`src/design/lpg_pkg.sv`:
```
package lpg_pkg;

    localparam int PIX_W = 6;

    typedef logic [PIX_W-1:0] pix_coord_t;

    typedef struct packed {
        pix_coord_t start_x;
        pix_coord_t start_y;
        pix_coord_t end_x;
        pix_coord_t end_y;
    } line_req_t;

    typedef struct packed {
        pix_coord_t pixel_x;
        pix_coord_t pixel_y;
        logic       last_pixel;
    } pixel_t;

    typedef struct packed {
        logic load;   // capture request endpoints
        logic setup;  // compute deltas, error term, run length
        logic step;   // advance to next pixel
    } lpg_cmd_t;

    typedef struct packed {
        logic zero_len;  // start equals end
        logic last;      // current pixel ends the run
    } lpg_status_t;

endpackage

```
`src/design/lpg_ctrl.sv`:
```
module lpg_ctrl (
    input  logic                aclk,
    input  logic                aresetn,
    input  logic                s_valid,
    output logic                s_ready,
    output logic                m_valid,
    input  logic                m_ready,
    input  lpg_pkg::lpg_status_t status,
    output lpg_pkg::lpg_cmd_t    cmd
);
    import lpg_pkg::*;

    typedef enum logic [2:0] {
        ST_IDLE  = 3'b001,
        ST_SETUP = 3'b010,
        ST_RUN   = 3'b100
    } state_t;

    state_t state_reg, state_next;

    always_ff @(posedge aclk) begin
        if (!aresetn) begin
            state_reg <= ST_IDLE;
        end else begin
            state_reg <= state_next;
        end
    end

    always_comb begin
        state_next = state_reg;
        s_ready    = 1'b0;
        m_valid    = 1'b0;
        cmd        = '0;
        unique case (state_reg)
            ST_IDLE: begin
                s_ready  = 1'b1;
                cmd.load = s_valid;
                if (s_valid) begin
                    state_next = ST_SETUP;
                end
            end
            ST_SETUP: begin
                cmd.setup  = 1'b1;
                state_next = status.zero_len ? ST_IDLE : ST_RUN;
            end
            ST_RUN: begin
                m_valid = 1'b1;
                if (m_ready) begin
                    cmd.step = 1'b1;
                    if (status.last) begin
                        state_next = ST_IDLE;
                    end
                end
            end
            default: begin
                state_next = ST_IDLE;
            end
        endcase
    end

    a_no_overlap: assert property (@(posedge aclk) disable iff (!aresetn)
        !(s_ready && m_valid))
        else $error("input and output handshakes open together");

    a_step_on_handshake: assert property (@(posedge aclk) disable iff (!aresetn)
        cmd.step |-> (m_valid && m_ready))
        else $error("pixel advanced without an accepted word");

    a_last_ends_run: assert property (@(posedge aclk) disable iff (!aresetn)
        (m_valid && m_ready && status.last) |=> s_ready)
        else $error("run did not end after last pixel");

    a_setup_one_cycle: assert property (@(posedge aclk) disable iff (!aresetn)
        cmd.setup |=> !cmd.setup)
        else $error("setup lasted more than one cycle");

    a_load_then_setup: assert property (@(posedge aclk) disable iff (!aresetn)
        (s_valid && s_ready) |=> cmd.setup)
        else $error("accepted request not set up");

endmodule

```
`src/design/lpg_datapath.sv`:
```
module lpg_datapath #(
    parameter int COORD_BITS = 6
) (
    input  logic                 aclk,
    input  lpg_pkg::line_req_t   s_data,
    input  lpg_pkg::lpg_cmd_t    cmd,
    output lpg_pkg::lpg_status_t status,
    output lpg_pkg::pixel_t      m_data
);
    import lpg_pkg::*;

    localparam int C = COORD_BITS;
    localparam int E = COORD_BITS + 3;

    logic [C-1:0] sx_reg, sy_reg, ex_reg, ey_reg;
    logic [C-1:0] maj_reg, mnr_reg, count_reg;
    logic signed [E-1:0] err_reg, two_min_reg, two_diff_reg;
    logic         steep_reg, maj_neg_reg, min_neg_reg;

    logic signed [C:0] dx, dy;
    logic [C-1:0] adx, ady, amaj, amin, maj0, mnr0;
    logic         steep, maj_neg, min_neg;
    logic signed [E-1:0] two_min, two_diff, err0;
    logic         err_pos;

    always_comb begin
        dx      = $signed({1'b0, ex_reg}) - $signed({1'b0, sx_reg});
        dy      = $signed({1'b0, ey_reg}) - $signed({1'b0, sy_reg});
        adx     = dx[C] ? C'(-dx) : C'(dx);
        ady     = dy[C] ? C'(-dy) : C'(dy);
        steep   = (ady >= adx);
        amaj    = steep ? ady : adx;
        amin    = steep ? adx : ady;
        maj_neg = steep ? dy[C] : dx[C];
        min_neg = steep ? dx[C] : dy[C];
        maj0    = steep ? sy_reg : sx_reg;
        mnr0    = steep ? sx_reg : sy_reg;
        two_min  = $signed(E'({amin, 1'b0}));
        two_diff = two_min - $signed(E'({amaj, 1'b0}));
        err0     = two_min - $signed(E'(amaj));
        err_pos  = !err_reg[E-1] && (err_reg != '0);
    end

    always_ff @(posedge aclk) begin
        if (cmd.load) begin
            sx_reg <= s_data.start_x[C-1:0];
            sy_reg <= s_data.start_y[C-1:0];
            ex_reg <= s_data.end_x[C-1:0];
            ey_reg <= s_data.end_y[C-1:0];
        end
        if (cmd.setup) begin
            steep_reg    <= steep;
            maj_neg_reg  <= maj_neg;
            min_neg_reg  <= min_neg;
            two_min_reg  <= two_min;
            two_diff_reg <= two_diff;
            err_reg      <= err0;
            maj_reg      <= maj0;
            mnr_reg      <= mnr0;
            count_reg    <= amaj;
        end else if (cmd.step) begin
            // error positive: diagonal step, otherwise straight along major axis
            if (err_pos) begin
                err_reg <= err_reg + two_diff_reg;
                mnr_reg <= min_neg_reg ? mnr_reg - 1'b1 : mnr_reg + 1'b1;
            end else begin
                err_reg <= err_reg + two_min_reg;
            end
            maj_reg   <= maj_neg_reg ? maj_reg - 1'b1 : maj_reg + 1'b1;
            count_reg <= count_reg - 1'b1;
        end
    end

    always_comb begin
        status.zero_len   = (adx == '0) && (ady == '0);
        status.last       = (count_reg == C'(1));
        m_data.pixel_x    = pix_coord_t'(steep_reg ? mnr_reg : maj_reg);
        m_data.pixel_y    = pix_coord_t'(steep_reg ? maj_reg : mnr_reg);
        m_data.last_pixel = status.last;
    end

endmodule

```
`src/design/line_pixel_generator.sv`:
```
// Bresenham line rasterizer. Each accepted word on s_ is a line request
// (start and end point); the block returns its pixel run on m_, one word per
// pixel in drawing order, with last_pixel set on the final one. The end point
// itself is not drawn and a zero-length line returns nothing. Lines with
// |dy| >= |dx| walk along the row axis. Only the low COORD_BITS bits of each
// coordinate are used. A request is accepted, then set up, and then its pixels
// go out one per cycle while m_ready is high; a run has max(|dx|,|dy|) pixels,
// at most 2**COORD_BITS - 1. The single error/step datapath handles one
// request at a time and the next request is taken once the last pixel word
// has been accepted.
module line_pixel_generator #(
    parameter int COORD_BITS = 6
) (
    input  logic               aclk,
    input  logic               aresetn,
    input  logic               s_valid,
    output logic               s_ready,
    input  lpg_pkg::line_req_t s_data,
    output logic               m_valid,
    input  logic               m_ready,
    output lpg_pkg::pixel_t    m_data
);
    import lpg_pkg::*;

    lpg_cmd_t    cmd;
    lpg_status_t status;

    lpg_ctrl u_ctrl (
        .aclk    (aclk),
        .aresetn (aresetn),
        .s_valid (s_valid),
        .s_ready (s_ready),
        .m_valid (m_valid),
        .m_ready (m_ready),
        .status  (status),
        .cmd     (cmd)
    );

    lpg_datapath #(
        .COORD_BITS (COORD_BITS)
    ) u_datapath (
        .aclk   (aclk),
        .s_data (s_data),
        .cmd    (cmd),
        .status (status),
        .m_data (m_data)
    );

endmodule
```
`config.mk`:
```
export PLATFORM = sky130hd
export DESIGN_NAME = line_pixel_generator
export DESIGN_NICKNAME = d
export VERILOG_FILES = /design/src/design/lpg_pkg.sv /design/src/design/lpg_ctrl.sv /design/src/design/lpg_datapath.sv /design/src/design/line_pixel_generator.sv
export SDC_FILE = /design/constraint.sdc
export NUM_CORES = 1
export LEC_CHECK = 0
export BUFFER_PORTS_ARGS = -buffer_cell sky130_fd_sc_hd__buf_2
export CAP_MARGIN = 40
export CORE_ASPECT_RATIO = 1.75
export CORE_UTILIZATION = 44
export DETAILED_ROUTE_END_ITERATION = 16
export GPL_TIMING_DRIVEN = 0
export PLACE_DENSITY_LB_ADDON = 0.15
export SLEW_MARGIN = 20
export SYNTH_ARGS = -nofsm -noshare
export SYNTH_HDL_FRONTEND = slang
export SYNTH_SLANG_ARGS = --single-unit
```
`constraint.sdc`:
```
create_clock -name aclk -period 6.55 [get_ports aclk]
set_clock_uncertainty 0.05 [all_clocks]
set_input_delay 0.3275 -clock aclk [delete_from_list [all_inputs] [get_ports aclk]]
set_output_delay 0.3275 -clock aclk [all_outputs]
set_load 0.02 [all_outputs]
```
# After elaboration in Yosys (flattened, before gate mapping)
# Index checks and enable logic that the tools add are counted.
# op_classes
addsub	13
multipliers	0
div	0
n_lt_le_gt_ge	1
n_eq_ne	7
n_shift	0
n_mux	33
bitwise_logic	0
n_reduce_logical	10
# ops
operator	count
$mux 6	17
$mux 9	3
$sub 6x1->6 const B	3
$sub 6x6->7	2
$add 6x1->6 const B	2
$logic_not 6->1	2
$mux 3	4
$neg 6->6	2
$add 9x8->9	1
$add 9x9->9	1
$pmux 3 s3	1
$reduce_bool 9->1	1
$mux 1	8
$sub 7x6->8	1
$sub 7x7->8	1
$eq 6x1->1 const B	1
$ge 6x6->1	1
$ne 2x2->1 const B	3
$reduce_bool 2->1	2
$eq 3x1->1 const B	1
$eq 3x2->1 const B	1
$eq 3x3->1 const B	1
$reduce_and 3->1	1
$logic_and 1x1->1	2
2 further kinds	2
# word_totals
ff_bits	72
latchBits	0
mem_bits_rw	0
rom_bits	0
input_bits	28
output_inout_bits	15
wordCells	78
memories	0

# Logic depth before layout (Yosys ltp)
# logic_depth
word_depth	7
depth_mapped	27
mapped_depth_nobuf	25

# By module
# Synthesis repeated with hierarchy kept, for this count alone.
# unflattened
hier_cells	517
area_unflattened_um2	5208.7
# modules_own_cells
module	instances	cells_per_inst	area_each_um2	seq_area_each_um2
lpg_datapath	1	499	5041.1	2011.9
lpg_ctrl	1	18	167.7	60.1

# Worst setup path before layout
# Ideal clock, no wire load.
# synth_path
path_type	register -> register
startpoint	reg u_datapath.sy_reg[0]
endpoint	reg u_datapath.err_reg[4], data pin
setup_ns	0.297
t_arrival_ns	5.578
required_time_ns	6.203
path_slack_ns	0.625
stages_incl_launch_ff	24
path_buffers	3
synth_period_minus_slack_ns	5.925
cell_sequence	edfxtp_1 -> ha_1 -> fa_1 -> nand2b_1 -> a2111oi_2 -> nor2_1 -> o21ai_0 -> ha_1 -> a21o_1 -> a21o_1 -> a21o_1 -> a21o_1 -> a31oi_4 -> buf_6 -> buf_4 -> buf_2 -> a21oi_1 -> fa_1 -> a21o_1 -> maj3_1 -> mux2i_1 -> xor2_1 -> xnor2_1 -> a21oi_1
# synth_via
elab_chain_len	7
word_cells_on_any_way	8
classes_between	add/sub: 3; order compare: 1; mux: 4
# synth_lines
item	line	rtl
start: declaration	lpg_datapath.sv:15	logic [C-1:0] sx_reg, sy_reg, ex_reg, ey_reg;
start signal: assignment	lpg_datapath.sv:47	sy_reg <= s_data.start_y[C-1:0];
$sub 6x6->7 (*)	lpg_datapath.sv:28	dy = $signed({1'b0, ey_reg}) - $signed({1'b0, sy_reg});
$neg 6->6	lpg_datapath.sv:30	ady = dy[C] ? C'(-dy) : C'(dy);
$mux 6 (*)	lpg_datapath.sv:30	
$ge 6x6->1	lpg_datapath.sv:31	steep = (ady >= adx);
$mux 6 (*)	lpg_datapath.sv:33	amin = steep ? adx : ady;
named net u_datapath.amin[0]	lpg_datapath.sv:21	logic [C-1:0] adx, ady, amaj, amin, maj0, mnr0;
$sub 7x6->8 (*)	lpg_datapath.sv:40	err0 = two_min - $signed(E'(amaj));
$mux 9 (*)	lpg_datapath.sv:51	if (cmd.setup) begin
end signal: assignment	lpg_datapath.sv:57	err_reg <= err0;
end signal: assignment	lpg_datapath.sv:64	err_reg <= err_reg + two_diff_reg;
end signal: assignment	lpg_datapath.sv:67	err_reg <= err_reg + two_min_reg;
end: declaration	lpg_datapath.sv:17	logic signed [E-1:0] err_reg, two_min_reg, two_diff_reg;
# Mark *: on every way through the listed nets, which the timed path passes. The rest lies on a longest branch.
# A chain may end at the register's enable or synchronous reset.

# Final worst setup path
# layout_path
startpoint	reg u_datapath.sy_reg[0]
endpoint	reg u_datapath.err_reg[6], data pin
# Same word-level chain as after synthesis.

==> qor.csv <==
metric;value;unit
cts_sinks;70;
switching_share;0.419;
critPathMaxFanout;10;
synth_top_area_cell;edfxtp_1;
cts_max_path_buffers;2;
cts.clk_slew.worst_paths;60;ps
dieArea;12200;sq um
cp-end-kind;register;
worstPathArrival;6310;ps
cts_made_buffers;9;
setup_viol;0;
rrSetupSlack;280;ps
finalHoldViolations;0;
slowest_delay;470;ps
hpwl;10.0;mm
top_layer_used;met4;
whs_endpoint;u_datapath.ey_reg[0]$_DFFE_PP_;
p_per_area;423;nW/um^2
routabilityCongestion;0.883;
hold_path_class;input port to register;
track_usage;0.218;
final_nets;656;
cts_tree;done;
yosys-top-cells-count;edfxtp_1 (67), nand2_1 (44), nor2_1 (44);
fp-row-count;52;
power.leakage;2.54;nW
cts_htree_levels;3;
drive_gt1_frac;0.169;
num_vias;4042;
worstHoldStart;s_data[0];
wl_met2;7.03;mm
synth_most_common_cell;edfxtp_1;
largest_register_ffs;9;
cp_cell_sequence;ha_1 -> fa_1 -> nand2b_1 -> a2111oi_4 -> nor2_2 -> o21ai_2 -> ha_1 -> a21o_1 -> a21o_1 -> a21o_1 -> a21o_1 -> a31oi_4 -> buf_6 -> buf_4 -> buf_2 -> a21oi_2 -> fa_1 -> a21o_1 -> maj3_1 -> mux2i_2 -> o221ai_1 -> mux2i_1 -> nand3_1;
fin_util;0.516;
tightest_slew;805;ps
ant_nets;0;
grt_max_degree;27;
viasPerCell;5.61;
cts-root-buf;clkbuf_16;
internal-power;1.46;mW
drt_iter0_drc;144;
postSynthNetCount;598;
postCtsHoldBufs;0;
worstHoldPathCells;1;
synth_cell_types;58;
syn_inst;522;
portBuffers;42;
timing.slew.headroom;0.458;
ys.flop_type;edfxtp_1;
first_pass_iters;4;
ir_worst_vdd;0.000268;V
period_needed;6270;ps
wl_per_cell;17.5;microns
grt_overflow;0;
core-area;11500;sq um
ys_warn_count;0;
pre_cts_ws;-442;ps
synthTopCellsByArea;edfxtp_1 (39%), ha_1 (10%), xnor2_1 (4.4%), mux2_2 (3.9%), a21oi_1 (3.8%);
power;2.52;mW
fmax;159;MHz
pwr-share-comb;0.582;
wl_met1;4.54;mm
r2r_cells;23;
max-cap-violations;0;
nFillCells;1066;
crit_type;register to register;
diodes;0;
drcViolationCount;0;
power_frac_clock;0.185;
syn_area;5180;sq um
dieWidth;84.0;microns
routed_wl;12.6;mm
synth_top_cell_area_share;0.388;
dr_wl_met3;288;microns
critPathLaunchType;register;
ys_seq_area_frac;0.400;
status;completed;
synth_area_per_cell;9.92;sq um
die_h;146;microns
cp.required;6580;ps
power_frac_seq;0.233;
r2r-start;u_datapath.sy_reg[0]$_DFFE_PP_;
first_global_vias;4146;
finalCritPeriodShare;0.958;
antenna_found_initial;0;
ys_ff_latch;70;
boundaryPins;43;
start_util;0.450;
grt_pass1_wl;20.2;mm
critPathSlowestCell;fa_1;
async_flop_share;0;
clk_latency;330;ps
synth_edf_count;67;
syn2layout_area_growth;14.7;%
cpMostUsedCell;a21o_1;
p_switching;1.05;mW
r2r_end;u_datapath.err_reg[6]$_DFFE_PP_;
final_max_slew_viol_count;0;
setup_ws;275;ps
==> worst max-delay path, delay by kind of cell (launching register included) <==
family                   cells  cell delay (ps)
buffers and inverters        3              610
AO/OA/AOI/OAI               10             2190
adder cells (fa/ha/maj)      5             1800
flip-flops                   1              450
multiplexers                 2              410
AND/OR/NAND/NOR              3              490
==> cells in the final DEF, fill, tap and decap left out, types with 5 or more instances in the layout <==
master and instances:
o21ai_0 13, nand3_1 5, and2_1 6, inv_1 40
mux2_2 18, a31oi_1 6, a21o_1 16, fa_1 6
clkbuf_1 8, ha_1 42, clkbuf_16 9, a21oi_1 37
and3_1 8, nand2_1 44, nor2_1 43, edfxtp_1 67
nor3b_1 5, xnor2_1 23, o21bai_1 6, buf_2 45
nand2b_1 7, or3_1 5, mux2i_1 10, nor3_1 13
o211ai_1 5, xor2_1 11, o21ai_1 11
==> repair_timing <==
item | 4_1_cts | 5_1_grt
buffers inserted | 1 | 1
pin swaps | 1 | 1
resized for setup | 4 | 9
endpoints found under the setup margin | 6 | 6
gates cloned | 0 | 0
==> worst max path at each step <==
stage / slack, ps / from / endpoint / depth (start not counted)
final: 280 / u_datapath.sy_reg[0]$_DFFE_PP_ / u_datapath.err_reg[6]$_DFFE_PP_ / 23
after global routing: -9 / u_datapath.sy_reg[0]$_DFFE_PP_ / u_datapath.err_reg[6]$_DFFE_PP_ / 23
after CTS: 70 / u_datapath.sy_reg[0]$_DFFE_PP_ / u_datapath.err_reg[6]$_DFFE_PP_ / 23
after detailed placement: -440 / u_datapath.sy_reg[0]$_DFFE_PP_ / u_datapath.err_reg[6]$_DFFE_PP_ / 23
after global placement: -330 / u_datapath.sy_reg[0]$_DFFE_PP_ / u_datapath.err_reg[6]$_DFFE_PP_ / 23
after floorplan: 630 / u_datapath.sy_reg[0]$_DFFE_PP_ / u_datapath.err_reg[4]$_DFFE_PP_ / 23
==> cells by family (layout without fill, tap and decap cells) <==
group                    after synthesis  in the layout  synth area share
flip-flops                            70             70             0.400
XOR/XNOR                              37             37            0.0626
AND/OR/NAND/NOR                      155            155             0.145
AO/OA/AOI/OAI                        125            125             0.160
multiplexers                          29             29            0.0604
adder cells (fa/ha/maj)               50             50             0.129
buffers and inverters                 56            119            0.0440
==> stage by stage <==
stage               setup TNS (ps)  cells  hold WS, ps  area, sq um
floorplan                        0    522          376         5180
global placement             -1620    699          454         5560
detailed placement           -2130    701          456         5590
CTS                              0    718          109         5890
global route                 -8.81    720          103         5940
finish                           0    720          115         5940
==> per-layer routing <==
layer	track usage	vias to the layer above
met1	0.217	1907
met5	0	-
met2	0.414	78
met3	0.0335	37
met4	0.131	0
li1	-	2020
==> layout make-up <==
class | instances | area [sq um] | share of cell area
multi-input cells | 396 | 2930 | 0.493
clock inverters | 5 | 50.0 | 0.00842
inverters | 42 | 158 | 0.0265
clock buffers | 11 | 233 | 0.0392
flip-flops and latches | 70 | 2070 | 0.349
plain buffers | 14 | 72.6 | 0.0122
repair buffers | 47 | 256 | 0.0432
well taps | 135 | 169 | 0.0284
==> power groups by stage <==
stage	Sequential, mW	Combinational (mW)	Clock (mW)
6_report	0.585	1.47	0.465
5_1_grt	0.588	1.60	0.491
4_1_cts	0.586	1.42	0.471
3_5_place_dp	0.595	1.39	0
3_3_place_gp	0.595	1.37	0
2_1_floorplan	0.588	1.08	0
(Power assumes the default switching activity.)
